==> src/hdl/srr_pkg.sv <==
// shared types and constants for the selective repeat receiver
// no dependencies; used by every module of the block
`default_nettype none

package srr_pkg;

    localparam int DEF_MAX_WINDOW = 16;
    localparam int DEF_SEQ_BITS   = 32;
    localparam int WIN_W          = 5;
    localparam int QUEUE_DEPTH    = 4;

    localparam logic [WIN_W-1:0] WINDOW_RESET = 5'd4;

    typedef enum logic [1:0] {
        EV_NAK     = 2'd0,
        EV_ACK     = 2'd1,
        EV_DELIVER = 2'd2
    } ev_kind_t;

    typedef enum logic [1:0] {
        ST_IDLE,
        ST_EVAL,
        ST_DELIVER,
        ST_ACK
    } back_state_t;

    typedef struct packed {
        logic        is_data;
        logic        bit_error;
        logic [31:0] seq_num;
    } in_word_t;

    typedef struct packed {
        ev_kind_t    event_kind;
        logic [31:0] frame_number;
        logic        last_of_run;
    } out_word_t;

    typedef struct packed {
        logic full;
        logic empty;
    } q_status_t;

endpackage

`default_nettype wire

==> src/hdl/srr_front.sv <==
// front stage: takes frames, drops corrupted and non-data ones
// depends on srr_pkg
`default_nettype none

module srr_front #(
    parameter int SEQ_BITS = srr_pkg::DEF_SEQ_BITS
) (
    input  wire logic                  clk,
    input  wire logic                  rst_n,
    input  wire logic                  in_valid,
    output logic                       in_stall,
    input  wire srr_pkg::in_word_t     in_data,
    input  wire srr_pkg::q_status_t    q_status,
    output logic                       push,
    output logic [SEQ_BITS-1:0]        push_data
);

    logic                front_valid_reg;
    logic                front_valid_next;
    logic [SEQ_BITS-1:0] front_seq_reg;
    logic [SEQ_BITS-1:0] front_seq_next;
    logic                accept;

    assign in_stall  = front_valid_reg && q_status.full;
    assign accept    = in_valid && !in_stall;
    assign push      = front_valid_reg && !q_status.full;
    assign push_data = front_seq_reg;

    always_comb
    begin
        front_valid_next = front_valid_reg;
        front_seq_next   = front_seq_reg;
        if (accept)
        begin
            // only clean data frames go on to the window logic
            front_valid_next = in_data.is_data && !in_data.bit_error;
            front_seq_next   = in_data.seq_num[SEQ_BITS-1:0];
        end
        else if (push)
        begin
            front_valid_next = 1'b0;
        end
    end

    always_ff @(posedge clk or negedge rst_n)
    begin
        if (!rst_n)
        begin
            front_valid_reg <= 1'b0;
        end
        else
        begin
            front_valid_reg <= front_valid_next;
        end
    end

    always_ff @(posedge clk)
    begin
        front_seq_reg <= front_seq_next;
    end

endmodule

`default_nettype wire

==> src/hdl/srr_queue.sv <==
// short fifo of sequence numbers between front and back
// depends on srr_pkg
`default_nettype none

module srr_queue #(
    parameter int WIDTH = srr_pkg::DEF_SEQ_BITS,
    parameter int DEPTH = srr_pkg::QUEUE_DEPTH
) (
    input  wire logic               clk,
    input  wire logic               rst_n,
    input  wire logic               push,
    input  wire logic [WIDTH-1:0]   push_data,
    input  wire logic               pop,
    output logic [WIDTH-1:0]        pop_data,
    output srr_pkg::q_status_t      status
);

    localparam int PTR_W = (DEPTH > 1) ? $clog2(DEPTH) : 1;
    localparam int CNT_W = $clog2(DEPTH + 1);

    logic [WIDTH-1:0] store_reg [DEPTH];
    logic [PTR_W-1:0] wr_ptr_reg;
    logic [PTR_W-1:0] wr_ptr_next;
    logic [PTR_W-1:0] rd_ptr_reg;
    logic [PTR_W-1:0] rd_ptr_next;
    logic [CNT_W-1:0] count_reg;
    logic [CNT_W-1:0] count_next;
    logic             do_push;
    logic             do_pop;

    assign status.full  = (count_reg == CNT_W'(DEPTH));
    assign status.empty = (count_reg == '0);
    assign do_push      = push && !status.full;
    assign do_pop       = pop && !status.empty;
    assign pop_data     = store_reg[rd_ptr_reg];

    always_comb
    begin
        wr_ptr_next = wr_ptr_reg;
        rd_ptr_next = rd_ptr_reg;
        count_next  = count_reg;
        if (do_push)
        begin
            wr_ptr_next = (wr_ptr_reg == PTR_W'(DEPTH - 1)) ? '0 : wr_ptr_reg + 1'b1;
        end
        if (do_pop)
        begin
            rd_ptr_next = (rd_ptr_reg == PTR_W'(DEPTH - 1)) ? '0 : rd_ptr_reg + 1'b1;
        end
        if (do_push && !do_pop)
        begin
            count_next = count_reg + 1'b1;
        end
        else if (do_pop && !do_push)
        begin
            count_next = count_reg - 1'b1;
        end
    end

    always_ff @(posedge clk or negedge rst_n)
    begin
        if (!rst_n)
        begin
            wr_ptr_reg <= '0;
            rd_ptr_reg <= '0;
            count_reg  <= '0;
        end
        else
        begin
            wr_ptr_reg <= wr_ptr_next;
            rd_ptr_reg <= rd_ptr_next;
            count_reg  <= count_next;
        end
    end

    always_ff @(posedge clk)
    begin
        if (do_push)
        begin
            store_reg[wr_ptr_reg] <= push_data;
        end
    end

endmodule

`default_nettype wire

==> src/hdl/srr_back.sv <==
// back end: window test, nak, in-order delivery and cumulative ack
// depends on srr_pkg; arrival bits are kept relative to the expected number
`default_nettype none

module srr_back #(
    parameter int MAX_WINDOW = srr_pkg::DEF_MAX_WINDOW,
    parameter int SEQ_BITS   = srr_pkg::DEF_SEQ_BITS
) (
    input  wire logic                       clk,
    input  wire logic                       rst_n,
    input  wire srr_pkg::q_status_t         q_status,
    input  wire logic [SEQ_BITS-1:0]        q_data,
    output logic                            q_pop,
    input  wire logic [srr_pkg::WIN_W-1:0]  window,
    output logic                            out_valid,
    input  wire logic                       out_stall,
    output srr_pkg::out_word_t              out_data
);

    srr_pkg::back_state_t state_reg;
    srr_pkg::back_state_t state_next;
    logic [SEQ_BITS-1:0]   seq_reg;
    logic [SEQ_BITS-1:0]   seq_next;
    logic [SEQ_BITS-1:0]   exp_reg;
    logic [SEQ_BITS-1:0]   exp_next;
    logic [MAX_WINDOW-1:0] map_reg;
    logic [MAX_WINDOW-1:0] map_next;
    logic                  nak_armed_reg;
    logic                  nak_armed_next;
    logic                  out_valid_reg;
    logic                  out_valid_next;
    srr_pkg::out_word_t    out_data_reg;
    srr_pkg::out_word_t    out_data_next;

    logic                         out_free;
    logic [srr_pkg::WIN_W-1:0]    win;
    logic [SEQ_BITS-1:0]          offset;
    logic                         in_win;
    logic                         is_old;
    logic [MAX_WINDOW-1:0]        set_mask;
    logic [MAX_WINDOW-1:0]        map_shift;
    logic [SEQ_BITS-1:0]          exp_inc;
    logic [SEQ_BITS-1:0]          exp_dec;
    logic                         exp_nonzero;
    logic                         inc_nonzero;
    logic                         emit;
    srr_pkg::ev_kind_t            emit_kind;
    logic [SEQ_BITS-1:0]          emit_number;
    logic                         emit_last;

    assign out_valid = out_valid_reg;
    assign out_data  = out_data_reg;
    assign out_free  = !out_valid_reg || !out_stall;

    assign win = (32'(window) > 32'(MAX_WINDOW)) ? srr_pkg::WIN_W'(MAX_WINDOW) : window;
    assign offset      = seq_reg - exp_reg;
    assign in_win      = offset < SEQ_BITS'(win);
    assign is_old      = seq_reg < exp_reg;
    assign map_shift   = map_reg >> 1;
    assign exp_inc     = exp_reg + 1'b1;
    assign exp_dec     = exp_reg - 1'b1;
    assign exp_nonzero = |exp_reg;
    assign inc_nonzero = |exp_inc;

    always_comb
    begin
        for (int i = 0; i < MAX_WINDOW; i++)
        begin
            set_mask[i] = (offset == SEQ_BITS'(i));
        end
    end

    always_comb
    begin
        state_next     = state_reg;
        seq_next       = seq_reg;
        exp_next       = exp_reg;
        map_next       = map_reg;
        nak_armed_next = nak_armed_reg;
        q_pop          = 1'b0;
        emit           = 1'b0;
        emit_kind      = srr_pkg::EV_ACK;
        emit_number    = exp_dec;
        emit_last      = 1'b1;

        unique case (state_reg)
            srr_pkg::ST_IDLE:
            begin
                if (!q_status.empty)
                begin
                    q_pop      = 1'b1;
                    seq_next   = q_data;
                    state_next = srr_pkg::ST_EVAL;
                end
            end
            srr_pkg::ST_EVAL:
            begin
                if (out_free)
                begin
                    if (in_win)
                    begin
                        map_next = map_reg | set_mask;
                        if (offset != '0)
                        begin
                            // frame ahead of the gap: one nak until delivery moves on
                            if (nak_armed_reg)
                            begin
                                emit           = 1'b1;
                                emit_kind      = srr_pkg::EV_NAK;
                                emit_number    = exp_reg;
                                emit_last      = !exp_nonzero;
                                nak_armed_next = 1'b0;
                            end
                            state_next = exp_nonzero ? srr_pkg::ST_ACK : srr_pkg::ST_IDLE;
                        end
                        else
                        begin
                            state_next = srr_pkg::ST_DELIVER;
                        end
                    end
                    else if (is_old)
                    begin
                        // duplicate of a delivered frame: repeat the ack
                        emit       = 1'b1;
                        state_next = srr_pkg::ST_IDLE;
                    end
                    else
                    begin
                        state_next = srr_pkg::ST_IDLE;
                    end
                end
            end
            srr_pkg::ST_DELIVER:
            begin
                if (out_free)
                begin
                    emit           = 1'b1;
                    emit_kind      = srr_pkg::EV_DELIVER;
                    emit_number    = exp_reg;
                    emit_last      = !map_shift[0] && !inc_nonzero;
                    map_next       = map_shift;
                    exp_next       = exp_inc;
                    nak_armed_next = 1'b1;
                    if (map_shift[0])
                    begin
                        state_next = srr_pkg::ST_DELIVER;
                    end
                    else
                    begin
                        state_next = inc_nonzero ? srr_pkg::ST_ACK : srr_pkg::ST_IDLE;
                    end
                end
            end
            srr_pkg::ST_ACK:
            begin
                if (out_free)
                begin
                    emit       = 1'b1;
                    state_next = srr_pkg::ST_IDLE;
                end
            end
            default:
            begin
                state_next = srr_pkg::ST_IDLE;
            end
        endcase
    end

    always_comb
    begin
        out_valid_next = out_valid_reg;
        out_data_next  = out_data_reg;
        if (out_free)
        begin
            out_valid_next = emit;
            if (emit)
            begin
                out_data_next.event_kind   = emit_kind;
                out_data_next.frame_number = 32'(emit_number);
                out_data_next.last_of_run  = emit_last;
            end
        end
    end

    always_ff @(posedge clk or negedge rst_n)
    begin
        if (!rst_n)
        begin
            state_reg     <= srr_pkg::ST_IDLE;
            exp_reg       <= '0;
            map_reg       <= '0;
            nak_armed_reg <= 1'b1;
            out_valid_reg <= 1'b0;
        end
        else
        begin
            state_reg     <= state_next;
            exp_reg       <= exp_next;
            map_reg       <= map_next;
            nak_armed_reg <= nak_armed_next;
            out_valid_reg <= out_valid_next;
        end
    end

    always_ff @(posedge clk)
    begin
        seq_reg      <= seq_next;
        out_data_reg <= out_data_next;
    end

`ifndef ASSERT_OFF
    a_ack_needs_number: assert property (@(posedge clk) disable iff (!rst_n)
        state_reg == srr_pkg::ST_ACK |-> exp_reg != '0)
        else $error("ack pending with no cumulative number");

    a_deliver_has_frame: assert property (@(posedge clk) disable iff (!rst_n)
        state_reg == srr_pkg::ST_DELIVER |-> map_reg[0])
        else $error("delivering a frame that has not arrived");

    a_deliver_advances: assert property (@(posedge clk) disable iff (!rst_n)
        (state_reg == srr_pkg::ST_DELIVER && out_free)
        |=> exp_reg == SEQ_BITS'($past(exp_reg) + 1'b1))
        else $error("expected number did not advance on delivery");

    a_pop_only_idle: assert property (@(posedge clk) disable iff (!rst_n)
        q_pop |-> (state_reg == srr_pkg::ST_IDLE && !q_status.empty))
        else $error("queue popped while busy");
`endif

endmodule

`default_nettype wire

==> src/hdl/selective_repeat_receiver.sv <==
// an accepted data frame passes the front register and the queue to the back end, whose
//   eval state registers a nak or repeated ack word and whose deliver and ack states
//   register deliveries and the trailing ack; the back end handles one frame at a time,
//   deliver repeating per delivered frame and ack trailing a frame inside the window
// dropped frames (corrupted or not data) never leave the front stage
// reset: arrival bits cleared, expected number 0, nak armed, window 4
`default_nettype none

module selective_repeat_receiver #(
    parameter int MAX_WINDOW = srr_pkg::DEF_MAX_WINDOW,
    parameter int SEQ_BITS   = srr_pkg::DEF_SEQ_BITS
) (
    input  wire logic                       clk,
    input  wire logic                       rst_n,
    input  wire logic                       in_valid,
    output logic                            in_stall,
    input  wire srr_pkg::in_word_t          in_data,
    output logic                            out_valid,
    input  wire logic                       out_stall,
    output srr_pkg::out_word_t              out_data,
    input  wire logic                       cfg_valid,
    output logic                            cfg_ready,
    input  wire logic [srr_pkg::WIN_W-1:0]  cfg_data
);

    logic [srr_pkg::WIN_W-1:0] window_reg;
    logic [srr_pkg::WIN_W-1:0] window_next;
    srr_pkg::q_status_t        q_status;
    logic                      push;
    logic [SEQ_BITS-1:0]       push_data;
    logic                      q_pop;
    logic [SEQ_BITS-1:0]       q_data;

    assign cfg_ready   = 1'b1;
    assign window_next = (cfg_valid && cfg_ready) ? cfg_data : window_reg;

    always_ff @(posedge clk or negedge rst_n)
    begin
        if (!rst_n)
        begin
            window_reg <= srr_pkg::WINDOW_RESET;
        end
        else
        begin
            window_reg <= window_next;
        end
    end

    srr_front #(
        .SEQ_BITS (SEQ_BITS)
    ) u_front (
        .clk       (clk),
        .rst_n     (rst_n),
        .in_valid  (in_valid),
        .in_stall  (in_stall),
        .in_data   (in_data),
        .q_status  (q_status),
        .push      (push),
        .push_data (push_data)
    );

    srr_queue #(
        .WIDTH (SEQ_BITS),
        .DEPTH (srr_pkg::QUEUE_DEPTH)
    ) u_queue (
        .clk       (clk),
        .rst_n     (rst_n),
        .push      (push),
        .push_data (push_data),
        .pop       (q_pop),
        .pop_data  (q_data),
        .status    (q_status)
    );

    srr_back #(
        .MAX_WINDOW (MAX_WINDOW),
        .SEQ_BITS   (SEQ_BITS)
    ) u_back (
        .clk       (clk),
        .rst_n     (rst_n),
        .q_status  (q_status),
        .q_data    (q_data),
        .q_pop     (q_pop),
        .window    (window_reg),
        .out_valid (out_valid),
        .out_stall (out_stall),
        .out_data  (out_data)
    );

endmodule

`default_nettype wire
==> config.mk <==
export PLATFORM = sky130hd
export DESIGN_NAME = selective_repeat_receiver
export DESIGN_NICKNAME = d
export VERILOG_FILES = /design/src/hdl/srr_pkg.sv /design/src/hdl/srr_front.sv /design/src/hdl/srr_queue.sv /design/src/hdl/srr_back.sv /design/src/hdl/selective_repeat_receiver.sv
export SDC_FILE = /design/constraint.sdc
export NUM_CORES = 1
export LEC_CHECK = 0
export BUFFER_PORTS_ARGS = -buffer_cell sky130_fd_sc_hd__buf_2
export CORE_MARGIN = 1.5
export CORE_UTILIZATION = 41
export CTS_CLUSTER_SIZE = 10
export DETAILED_ROUTE_END_ITERATION = 10
export HOLD_SLACK_MARGIN = 0.02
export PLACE_DENSITY_LB_ADDON = 0.05
export SETUP_SLACK_MARGIN = 0.02
export SYNTH_ARGS = -nofsm -noshare
export SYNTH_HDL_FRONTEND = slang
export SYNTH_HIERARCHICAL = 1
export SYNTH_SLANG_ARGS = --single-unit
==> constraint.sdc <==
create_clock -name clk -period 7.3 [get_ports clk]
set_input_delay 1.46 -clock clk [delete_from_list [all_inputs] [get_ports clk]]
set_output_delay 1.46 -clock clk [all_outputs]
set_load 0.03 [all_outputs]
==> implementation parameters, run 1 <==
Parameter                              Value

Critical path
  Worst reg2reg path startpoint ... u_back/exp_reg[10]
  Startpoint type of the worst setup path ... flop
  Endpoint required time on the critical path ... 7530 ps
  Nature of the critical path endpoint ... flop
  Launch point of the worst path ... u_back/exp_reg[10]
  Reg2reg path depth ... 13
  Register-to-Register Setup Slack ... about 2000 ps
  Worst Path Max Fanout ... 14
  Crit Reg-Reg Endpoint ... u_back/out_data[26]
  Arr. time, crit path ... approximately 5500 ps
  Critical path class ... reg2reg

STA
  Setup ws final ... 2060 ps
  Share of the cycle needed by the critical path after routing ... a little under three quarters
  Peak clock frequency supported by timing ... between 150 and 200 MHz
  Worst rel slew slack ... roughly a third
  Final setup vio count ... 0
  Accumulated negative setup slack ... 0 ps
  Post-layout min period ... about 5200 ps
  Number of pins exceeding their max-slew limit in the final report ... 0
  Worst hold slack after final layout ... around 480 ps
  Final clock skew ... approximately 16 ps
  Setup repair after global routing missed its margin ... false
  Final Hold Vio Count ... 0
  Transition time of the tightest slew-check pin ... between 1000 and 1500 ps

Final layout
  Final std cell area, no fill ... 0.0164 mm²
  Sequential standard cell area ... 0.00842 mm²
  Area grow syn2layout ... 12.9%
  Fillers ... approximately 3,200
  Fraction of layout cells with a size suffix above 1 ... 15.6%
  Largest register FFs ... approximately 130
  Area occupied by multi-input gates ... roughly 0.0057 mm²
  Final core utilization ... a little under half
  Antenna cell count ... 0
  Fin nets ... ~1,400
  Final std cells w/o fill ... between 1,500 and 2,000

Routing
  Average routed wire per standard cell ... 20.3 µm
  Topmost layer with routed signal wires ... met4
  Total number of vias ... 9,814
  Number of DRC markers after the initial detailed-route iteration ... between 800 and 900
  Final routed wirelength across all metal layers ... between 30,000 and 40,000 µm
  Number of remaining DRC errors ... 0
  Initial DRT Pass Iterations ... 5
  Post-DRT Antenna Nets ... 0
  Met3 wirelength from detailed routing ... ~1600 µm
  Met1 wire length ... ~16,000 µm
  Wire length on met2 ... approximately 17,000 µm
  Ratio of routed vias to standard cells ... between 5 and 6

Global route
  Initial antenna violation count ... 0
  GRT Total Usage ... around a fifth
  Largest net degree at the start of global routing ... 65
  Remaining global-route overflow ... 0
  Number of global-route vias before repair ... just under 10,000
  First-pass GRT wire length ... between 50,000 and 60,000 µm

Die
  I/O pin count ... around 80
  Placeable core area ... around 0.035 mm²
  Num rows ... around 70
  Initial standard-cell utilization of the core ... 41.9%
  Die width ... roughly 190 µm
  Die height ... between 150 and 200 µm
  Die area ... roughly 0.037 mm²

Placement
  Placed instance count ... around 1,700
  Worst slack after detailed placement ... about 2100 ps
  Post-detailed-placement cell area ... ~0.015 mm²
  HPWL after detailed placement ... between 20,000 and 25,000 µm
  Quantity of I/O buffers inserted on ports ... 80
  Weighted congestion reported at the end of routability-driven placement ... roughly 0.9

Power and ir drop
  Static power due to leakage ... ~5.9 nW
  Max rail drop VDD ... 0.183 mV
  Overall power of the completed layout ... about 6.0 mW
  Pwr per Cell Area ... ~370 mW/mm²

CTS
  Total of hold buffers inserted after clock tree synthesis ... 0
  TritonCTS clock tree ... yes
  Resize count post-CTS ... 0
  Clk Latency, worst-skew pair ... 530 ps
  Buffers inserted during post-CTS setup optimization ... 0
  Maximum buffer depth of the clock tree ... 3
  Clock Root Buffer ... clkbuf_16
  H-tree depth ... 2
  Num Clock Sinks ... a little under 300
  CTS Buf Count ... 36
  Clock-pin slew of the registers on the worst-case setup and hold paths ... ~50 ps

Hold path
  Hold/Removal Path Class ... reg2reg
  Critical hold path startpoint ... u_back/map_reg[10]
  Worst hold path endpoint ... u_back/map_reg[10]
  Min-Delay Path Depth ... 2

Logic synthesis
  Portion of netlist area occupied by mux cells ... under 10%
  Post-synth top flop ... edfxtp_1
  Post-synth EDFFs ... 227
  Share of the synthesized area in compound gates (AO/OA/AOI/OAI) ... between 10% and 20%
  Share of synthesized flip-flops with an asynchronous set or reset ... about 22%
  Number of library cell types mapped by synthesis ... 86
  Xor and xnor fraction of the mapped netlist area ... under 10%
  Cells after synthesis ... between 1,000 and 1,500
  Post-Synth Simple-Gate Area ... around 12%
  Sequential fraction of the synthesis area ... between 50 and 60%
  Adder and majority gate portion of the synthesized area ... under 10%
  Synthesized area per cell ... ~12 µm²
  Combinational family with the most area after synthesis ... compound AO/OA/AOI/OAI gates
  Number of nets produced by synthesis ... roughly 1,300
  Flip-flop and latch count after synthesis ... about 290
  Post-synthesis instance area ... approximately 0.015 mm²
  Count of synthesis-stage warnings from yosys ... 6

Outcome
  Outcome ... completed

Flow run
  Max-cap violations ... 0
==> worst max path at each step <==
stage | end | cells past startpoint
2_1_floorplan | u_back/out_data[0] | 15
3_3_place_gp | u_back/out_data[17] | 14
3_5_place_dp | u_back/out_data[26] | 13
4_1_cts | u_back/out_data[26] | 13
5_1_grt | u_back/out_data[26] | 13
6_report | u_back/out_data[26] | 13
==> cell families (layout without fill, tap and decap cells) <==
group | after synthesis | count (layout)
and+or+nand+nor | 346 | 346
muxes | 48 | 48
other | 1 | 1
AOI/OAI and AO/OA | 268 | 268
xor gates and xnor gates | 59 | 59
adders and majority gates | 53 | 53
buffers and inverters | 117 | 208
DFF | 291 | 291
==> layout make-up <==
| type | count | area share, % |
|---|---|---|
| clock buffer | 49 | 5.91 |
| clock inverter | 6 | 0.396 |
| sequential | 291 | 51.2 |
| timing repair buffer | 90 | 2.89 |
| tap | 455 | 3.46 |
| multi-input combinational | 775 | 34.7 |
| inverter | 63 | 1.44 |
==> report_power, final <==
| group | switching, mW | internal (mW) |
|---|---|---|
| clock | 0.652 | 0.927 |
| combinational | 1.32 | 0.809 |
| sequential | 0.161 | 2.15 |
==> synthesized netlist by cell type (11+ instances only) <==
cell type | n | area [µm²]
nand3_1 | 35 | 175
edfxtp_1 | 227 | 6820
and2_1 | 11 | 68.8
inv_1 | 59 | 221
nand2_1 | 95 | 357
buf_2 | 12 | 60.1
ha_1 | 51 | 638
nor3_1 | 37 | 185
nor2_1 | 63 | 236
mux4_2 | 32 | 721
nand4_1 | 23 | 144
o21ai_0 | 46 | 230
a21oi_1 | 68 | 340
xnor2_1 | 54 | 473
o31a_1 | 11 | 96.3
a22o_1 | 11 | 96.3
o21ai_1 | 12 | 60.1
dfrtp_1 | 62 | 1550
nor4_1 | 14 | 87.6
a31oi_1 | 15 | 93.8
clkbuf_1 | 35 | 131
==> critical path, stage by stage, from the launching register on <==
cell and delay, ps:
dfrtp_1 470, clkinv_1 290, ha_1 490, and2_1 210, nand3_1 160, a211oi_2 460
a31o_1 210, a311oi_1 50, or4_1 560, nor4_2 370, and4_1 460, nand4_2 260
a21oi_2 710, o221ai_1 240
==> per-layer routing <==
metal  track usage [%]  vias up
met5                 0        -
met3              3.23       58
met4              6.73        0
met1              26.2     4834
met2              32.4      267
li1                  -     4655
==> placed cells by master, fill, tap and decap left out, drive strengths merged, types with 10 or more instances in the layout <==
| master | synthesis | routed |
|---|---|---|
| mux2 | 12 | 12 |
| nand4 | 25 | 25 |
| nand2 | 95 | 95 |
| inv | 59 | 59 |
| a31oi | 15 | 15 |
| nor2 | 63 | 63 |
| ha | 51 | 51 |
| o31a | 11 | 11 |
| nor3 | 37 | 37 |
| mux4 | 32 | 32 |
| o21ai | 58 | 58 |
| nand3 | 35 | 35 |
| a21oi | 70 | 70 |
| or3 | 10 | 10 |
| dfrtp | 62 | 62 |
| edfxtp | 227 | 227 |
| buf | 19 | 90 |
| and2 | 12 | 12 |
| nor4 | 17 | 17 |
| o22ai | 10 | 10 |
| a22o | 11 | 11 |
| and3 | 10 | 10 |
| xnor2 | 54 | 54 |
| clkbuf | 35 | 49 |
Note: power is estimated with default switching activity, not from simulation.
==> run 2, diff against run 1 <==
--- a/config.mk
+++ b/config.mk
@@ -5,6 +5,7 @@
 export SDC_FILE = /design/constraint.sdc
 export NUM_CORES = 1
 export LEC_CHECK = 0
+export ABC_AREA = 1
 export BUFFER_PORTS_ARGS = -buffer_cell sky130_fd_sc_hd__buf_2
 export CORE_MARGIN = 1.5
 export CORE_UTILIZATION = 41
==> constraint.sdc (replaced) <==
create_clock -name clk -period 5.38 [get_ports clk]
set_input_delay 1.076 -clock clk [delete_from_list [all_inputs] [get_ports clk]]
set_output_delay 1.076 -clock clk [all_outputs]
set_load 0.03 [all_outputs]
==> implementation parameters, run 2 <==
Parameter                              Value

Outcome
  Outcome ... completed

Final layout
  Fin nets ... approximately 2,100
  Most frequent cells in the layout ... 592 x nand2_1, 282 x inv_1, 227 x edfxtp_1
  Fillers ... 3,780
  Fraction of layout cells with a size suffix above 1 ... between 10% and 20%
  Area grow syn2layout ... 12.7%
  Sequential standard cell area ... between 0.008 and 0.009 mm²
  Final std cells w/o fill ... ~2,500
  Most common cell after layout, fill and taps aside ... nand2_1
  Final std cell area, no fill ... ~0.018 mm²
  Largest register FFs ... between 100 and 150
  Final core utilization ... 46.9%
  Antenna cell count ... 0
  Area occupied by multi-input gates ... about 0.0064 mm²

Critical path
  Startpoint type of the worst setup path ... flop
  Critical Path Max Stage Delay ... around 500 ps
  Most repeated library cell on the critical path ... nand2_1
  Endpoint required time on the critical path ... between 5000 and 6000 ps
  Nature of the critical path endpoint ... flop
  Arr. time, crit path ... 4520 ps
  CP max stage cell ... dfrtp_1
  Crit-path cells ... clkinv_1 > ha_1 > nand2_1 > nor2_2 > nand3_1 > nand3_1 > nand2_1 > nand3b_1 > nand2_1 > nand2_1 > nand2_1 > nor2_1 > nand3_4 > nor2_8 > nand2_4 > nand2_2 > nand2_2 > inv_1 > o211ai_1
  Crit Reg-Reg Endpoint ... u_back/out_data[0]
  Register-to-Register Setup Slack ... 1140 ps
  Worst Path Max Fanout ... 26
  Buf+Inv Stages, Crit Path ... 2
  Family with the most delay on the worst path ... simple AND/OR/NAND/NOR gates
  Worst reg2reg path startpoint ... u_back/exp_reg[5]
  Critical path class ... reg2reg
  Reg2reg path depth ... 19

Global route
  Initial antenna violation count ... 0
  Remaining global-route overflow ... 0
  First-pass GRT wire length ... approximately 63,000 µm
  Number of global-route vias before repair ... 11,694
  GRT Total Usage ... 19.9%
  Largest net degree at the start of global routing ... between 100 and 150

Logic synthesis
  Post-synth top flop ... edfxtp_1
  Sequential fraction of the synthesis area ... a little over half
  Share of synthesized flip-flops with an asynchronous set or reset ... between 20 and 25%
  Number of nets produced by synthesis ... between 1,500 and 2,000
  Count of synthesis-stage warnings from yosys ... 6
  Commonest cells post-synth ... 592 x nand2_1, 282 x inv_1, 227 x edfxtp_1
  Library cell with the largest summed area after synthesis ... edfxtp_1
  Leading cell types by total area after synthesis ... edfxtp_1 42%, nand2_1 14%, dfrtp_1 9.6%
  Flip-flop and latch count after synthesis ... between 200 and 300
  Post-synth EDFFs ... around 230
  Post-synthesis instance area ... 0.0161 mm²
  Most frequent cell after synthesis ... nand2_1
  Synthesized area per cell ... between 8 and 9 µm²
  Cells after synthesis ... 1,876
  Fraction of post-synthesis cell area in the top cell type by area ... a little over two fifths
  Number of library cell types mapped by synthesis ... 45

Routing
  Final routed wirelength across all metal layers ... approximately 40,000 µm
  Total number of vias ... 12,213
  Average routed wire per standard cell ... roughly 16 µm
  Met3 wirelength from detailed routing ... 1520 µm
  Met1 wire length ... 17,900 µm
  Initial DRT Pass Iterations ... 5
  Wire length on met2 ... 18,900 µm
  Ratio of routed vias to standard cells ... just under 5
  Number of DRC markers after the initial detailed-route iteration ... ~850
  Post-DRT Antenna Nets ... 0
  Topmost layer with routed signal wires ... met4
  Number of remaining DRC errors ... 0

CTS
  Resize count post-CTS ... 0
  H-tree depth ... 2
  Clk Latency, worst-skew pair ... 540 ps
  Maximum buffer depth of the clock tree ... 3
  Clock-pin slew of the registers on the worst-case setup and hold paths ... 60 ps
  Clock Root Buffer ... clkbuf_16
  TritonCTS clock tree ... yes
  Buffers inserted during post-CTS setup optimization ... 0
  Num Clock Sinks ... 291
  CTS Buf Count ... 37
  Total of hold buffers inserted after clock tree synthesis ... 0

Hold path
  Critical hold path startpoint ... u_back/nak_armed_reg
  Hold/Removal Path Class ... reg2reg
  Worst hold path endpoint ... u_back/nak_armed_reg
  Min-Delay Path Depth ... 2

Power and ir drop
  Switching power ... approximately 3.4 mW
  Pwr per Cell Area ... 481 mW/mm²
  Part of the power in registers ... between 30% and 40%
  Static power due to leakage ... roughly 8.2 nW
  Max rail drop VDD ... between 0.2 and 0.25 mV
  Clock share of power ... 26.4%
  Switching part of the total ... roughly 39%
  Overall power of the completed layout ... 8.75 mW
  Internal power of the cells ... around 5.3 mW
  Proportion of power drawn by combinational gates ... approximately two fifths

Placement
  Weighted congestion reported at the end of routability-driven placement ... 0.953
  Worst slack after detailed placement ... roughly 1100 ps
  Quantity of I/O buffers inserted on ports ... 80
  Post-detailed-placement cell area ... between 0.015 and 0.02 mm²
  Placed instance count ... 2,441
  HPWL after detailed placement ... 29,500 µm

STA
  Final clock skew ... about 16 ps
  Final Hold Vio Count ... 0
  Setup repair after global routing missed its margin ... false
  Worst rel slew slack ... between 30% and 40%
  Post-layout min period ... between 4000 and 5000 ps
  Final setup vio count ... 0
  Number of pins exceeding their max-slew limit in the final report ... 0
  Transition time of the tightest slew-check pin ... roughly 980 ps
  Share of the cycle needed by the critical path after routing ... 78.8%
  Peak clock frequency supported by timing ... 236 MHz
  Worst hold slack after final layout ... 473 ps
  Accumulated negative setup slack ... 0 ps
  Setup ws final ... roughly 1100 ps

Die
  Die width ... between 200 and 250 µm
  Placeable core area ... 0.0387 mm²
  I/O pin count ... 82
  Die height ... 201 µm
  Initial standard-cell utilization of the core ... around two fifths
  Die area ... around 0.041 mm²
  Num rows ... 72

Flow run
  Max-cap violations ... 0
-- run 2: cell count changes after synthesis, sizes merged, moves of 13 or more --
cell	change
a21oi	-38
mux4	-32
nand2	+509
nor3	-14
inv	+235
xnor2	-47
o21ai	+26
clkbuf	-18
o211ai	+57
nor2	+94
a31oi	-13
nand3	+67
xor2	+43
-- run 2: power groups by stage --
| stage | clock (mW) | combinational, mW | sequential [mW] |
|---|---|---|---|
| floorplan | 0 | 2.43 | 3.12 |
| global placement | 0 | 3.39 | 3.09 |
| detailed placement | 0 | 3.41 | 3.10 |
| CTS | 2.38 | 3.42 | 3.05 |
| global route | 2.47 | 3.87 | 3.08 |
| finish | 2.31 | 3.39 | 3.05 |
-- run 2: how the worst max path moves through the flow --
stage,start,end,slack [ps],depth (start not counted)
3_3_place_gp,u_back/exp_reg[5],u_back/out_data[0],1130,19
4_1_cts,u_back/exp_reg[5],u_back/out_data[0],1070,21
6_report,u_back/exp_reg[5],u_back/out_data[0],1140,19
5_1_grt,u_back/exp_reg[5],u_back/out_data[19],730,17
2_1_floorplan,u_back/exp_reg[2],u_back/out_data[0],930,20
3_5_place_dp,u_back/exp_reg[5],u_back/out_data[0],1090,21
-- run 2: logic make-up (layout without fill, tap and decap cells) --
kind of cell               count (synthesis)  in the layout  synth area share, %
DFF                                      291            291                 52.2
buffers and inverters                    349            456                 8.50
AOI/OAI and AO/OA                        194            194                 7.74
other                                      1              1               0.0233
xor gates and xnor gates                  55             55                 2.99
adders and majority gates                 53             53                 4.21
and+or+nand+nor                          933            933                 24.3
-- run 2: area by class of cell --
class                   instances  area share [%]
flip-flops and latches        291            46.3
multi-input cells            1236            35.0
inverters                     303            6.26
clock buffers                  54            5.62
well taps                     518            3.56
repair buffers                 93            2.74
clock inverters                 6           0.502
-- run 2: per-layer routing --
| metal | up-vias | global-route usage (%) |
|---|---|---|
| met5 | - | 0 |
| met4 | 0 | 6.80 |
| met3 | 72 | 3.16 |
| met2 | 230 | 33.6 |
| met1 | 5635 | 25.9 |
| li1 | 6276 | - |
-- run 2: worst register-to-register path, delay by kind of cell (launching register included) --
family / cells / cell delay, ps
flip-flops: 1 / 500
AND/OR/NAND/NOR: 15 / 2220
adder cells (fa/ha/maj): 1 / 470
buffers and inverters: 2 / 650
AO/OA/AOI/OAI: 1 / 120
==> run 3, diff against run 2 <==
==> constraint.sdc (replaced) <==
create_clock -name clk -period 3.9 [get_ports clk]
set_input_delay 0.78 -clock clk [delete_from_list [all_inputs] [get_ports clk]]
set_output_delay 0.78 -clock clk [all_outputs]
set_load 0.03 [all_outputs]
==> implementation parameters, run 3 (synthesized netlist as in run 2, its figures left out) <==
Parameter                              Value

CTS
  H-tree depth ... 2
  TritonCTS clock tree ... yes
  Num Clock Sinks ... 291
  Clock Root Buffer ... clkbuf_16
  Maximum buffer depth of the clock tree ... 3
  CTS Buf Count ... 37
  Total of hold buffers inserted after clock tree synthesis ... 0
  Clk Latency, worst-skew pair ... 560 ps
  Clock-pin slew of the registers on the worst-case setup and hold paths ... ~50 ps

Critical path
  Critical path class ... reg2reg
  Worst Path Max Fanout ... 15
  Register-to-Register Setup Slack ... ~290 ps
  Reg2reg path depth ... 22
  Endpoint required time on the critical path ... about 4300 ps
  Crit Reg-Reg Endpoint ... u_back/out_data[27]
  Nature of the critical path endpoint ... flop
  Startpoint type of the worst setup path ... flop
  Worst reg2reg path startpoint ... u_back/exp_reg[15]
  Arr. time, crit path ... approximately 4000 ps

Placement
  Post-detailed-placement cell area ... roughly 0.018 mm²
  Weighted congestion reported at the end of routability-driven placement ... around 0.91
  Worst slack after detailed placement ... -53.5 ps
  Quantity of I/O buffers inserted on ports ... 80
  Placed instance count ... 2,570
  HPWL after detailed placement ... 31,600 µm

Power and ir drop
  Max rail drop VDD ... around 0.31 mV
  Static power due to leakage ... 8.85 nW
  Overall power of the completed layout ... between 10 and 15 mW
  Pwr per Cell Area ... ~660 mW/mm²

Hold path
  Worst hold path endpoint ... u_front/push_data[8]
  Hold/Removal Path Class ... in2reg
  Critical hold path startpoint ... in_data[8]
  Min-Delay Path Depth ... 1

Final layout
  Sequential standard cell area ... roughly 0.0084 mm²
  Final std cells w/o fill ... approximately 2,600
  Most frequent cells in the layout ... 590 x nand2_1, 282 x inv_1, 227 x edfxtp_1
  Area grow syn2layout ... 19.8%
  Antenna cell count ... 0
  Area occupied by multi-input gates ... roughly 0.0064 mm²
  Fillers ... 3,808
  Most common cell after layout, fill and taps aside ... nand2_1
  Final std cell area, no fill ... between 0.015 and 0.02 mm²
  Final core utilization ... between 40% and 50%
  Fin nets ... ~2,200
  Fraction of layout cells with a size suffix above 1 ... between 10% and 20%
  Largest register FFs ... roughly 130

Routing
  Final routed wirelength across all metal layers ... around 42,000 µm
  Total number of vias ... 12,733
  Number of DRC markers after the initial detailed-route iteration ... a little over 700
  Average routed wire per standard cell ... about 16 µm
  Number of remaining DRC errors ... 0
  Post-DRT Antenna Nets ... 0
  Initial DRT Pass Iterations ... 5
  Ratio of routed vias to standard cells ... slightly below 5

Global route
  First-pass GRT wire length ... between 60,000 and 70,000 µm
  GRT Total Usage ... between 20% and 30%
  Number of global-route vias before repair ... about 12,000
  Largest net degree at the start of global routing ... 65
  Initial antenna violation count ... 0
  Remaining global-route overflow ... 0

Die
  Die width ... about 200 µm
  I/O pin count ... between 80 and 90
  Die height ... around 200 µm
  Placeable core area ... 0.0387 mm²
  Num rows ... 72
  Die area ... 0.0405 mm²
  Initial standard-cell utilization of the core ... about two fifths

STA
  Post-layout min period ... roughly 3600 ps
  Setup ws final ... roughly 290 ps
  Worst hold slack after final layout ... around 390 ps
  Peak clock frequency supported by timing ... around 280 MHz
  Final clock skew ... roughly 27 ps
  Setup repair after global routing missed its margin ... false
  Final Hold Vio Count ... 0
  Number of pins exceeding their max-slew limit in the final report ... 0
  Accumulated negative setup slack ... 0 ps
  Transition time of the tightest slew-check pin ... between 900 and 1000 ps
  Worst rel slew slack ... between 30 and 40%
  Share of the cycle needed by the critical path after routing ... 92.7%
  Final setup vio count ... 0

Flow run
  Max-cap violations ... 0

Outcome
  Outcome ... completed
==> run 3: changes by cell type in the layout (fill, tap and decap cells not counted), sizes merged <==
cell      previous run  this run
buf                 93       226
clkbuf              54        51
nor2               157       158
clkinv              11        16
clkinvlp             0         1
inv                296       294
==> run 3: worst max path at each step <==
stage	from	endpoint	slack, ps
2_1_floorplan	u_back/exp_reg[2]	u_back/out_data[0]	30
3_3_place_gp	u_back/exp_reg[15]	u_back/out_data[31]	-40
3_5_place_dp	u_back/exp_reg[15]	u_back/out_data[30]	-50
4_1_cts	u_back/exp_reg[15]	u_back/out_data[28]	50
5_1_grt	u_back/exp_reg[11]	u_back/out_data[21]	50
6_report	u_back/exp_reg[15]	u_back/out_data[27]	290
==> run 3: area by class of cell <==
| class | instances | share of cell area [%] |
|---|---|---|
| Tap cell | 518 | 3.36 |
| Clock inverter | 10 | 0.745 |
| Timing Repair Buffer | 226 | 8.03 |
| Clock buffer | 51 | 5.23 |
| Inverter | 303 | 5.91 |
| Sequential cell | 291 | 43.6 |
| Multi-Input combinational cell | 1237 | 33.1 |
==> run 3: critical path, cell delays in order (launching register included) <==
cell	delay [ps]
dfrtp_1	350
clkinv_1	160
ha_1	360
buf_4	130
nand2_1	100
inv_1	120
nand2_1	110
buf_4	150
o21bai_1	190
nand2_1	130
nand3_1	110
nand2_1	60
nand2_1	60
nand2_1	70
nor2_2	180
nand3_4	130
nor2_8	100
buf_4	140
nand2_4	80
nand2_4	140
nand3_4	230
buf_12	250
o21ai_1	110
==> run 3: timing repair <==
| item | in CTS | in global routing |
|---|---|---|
| endpoints found under the hold margin | 0 | 0 |
| setup endpoints to repair | 35 | 60 |
| buffers inserted | 0 | 4 |
| gates resized for setup | 1 | 10 |
| cloned | 1 | 0 |
| pin swaps | 1 | 2 |
==> run 3: report_power, final <==
part	total (mW)	switching, mW	internal, mW	leakage (nW)
combinational	5.28	3.41	1.86	5.36
sequential	4.22	0.263	3.95	2.94
clock	3.24	1.30	1.95	0.552
total	12.7	4.97	7.76	8.85
==> run 3: metal layers <==
metal  track usage [%]  up-vias  share of wire [%]
met5                 0        -                  0
met4              7.68        0                3.5
met3              3.14       91                4.1
met2              35.2      262                 46
met1              28.0     5846                 46
li1                  -     6534                  -
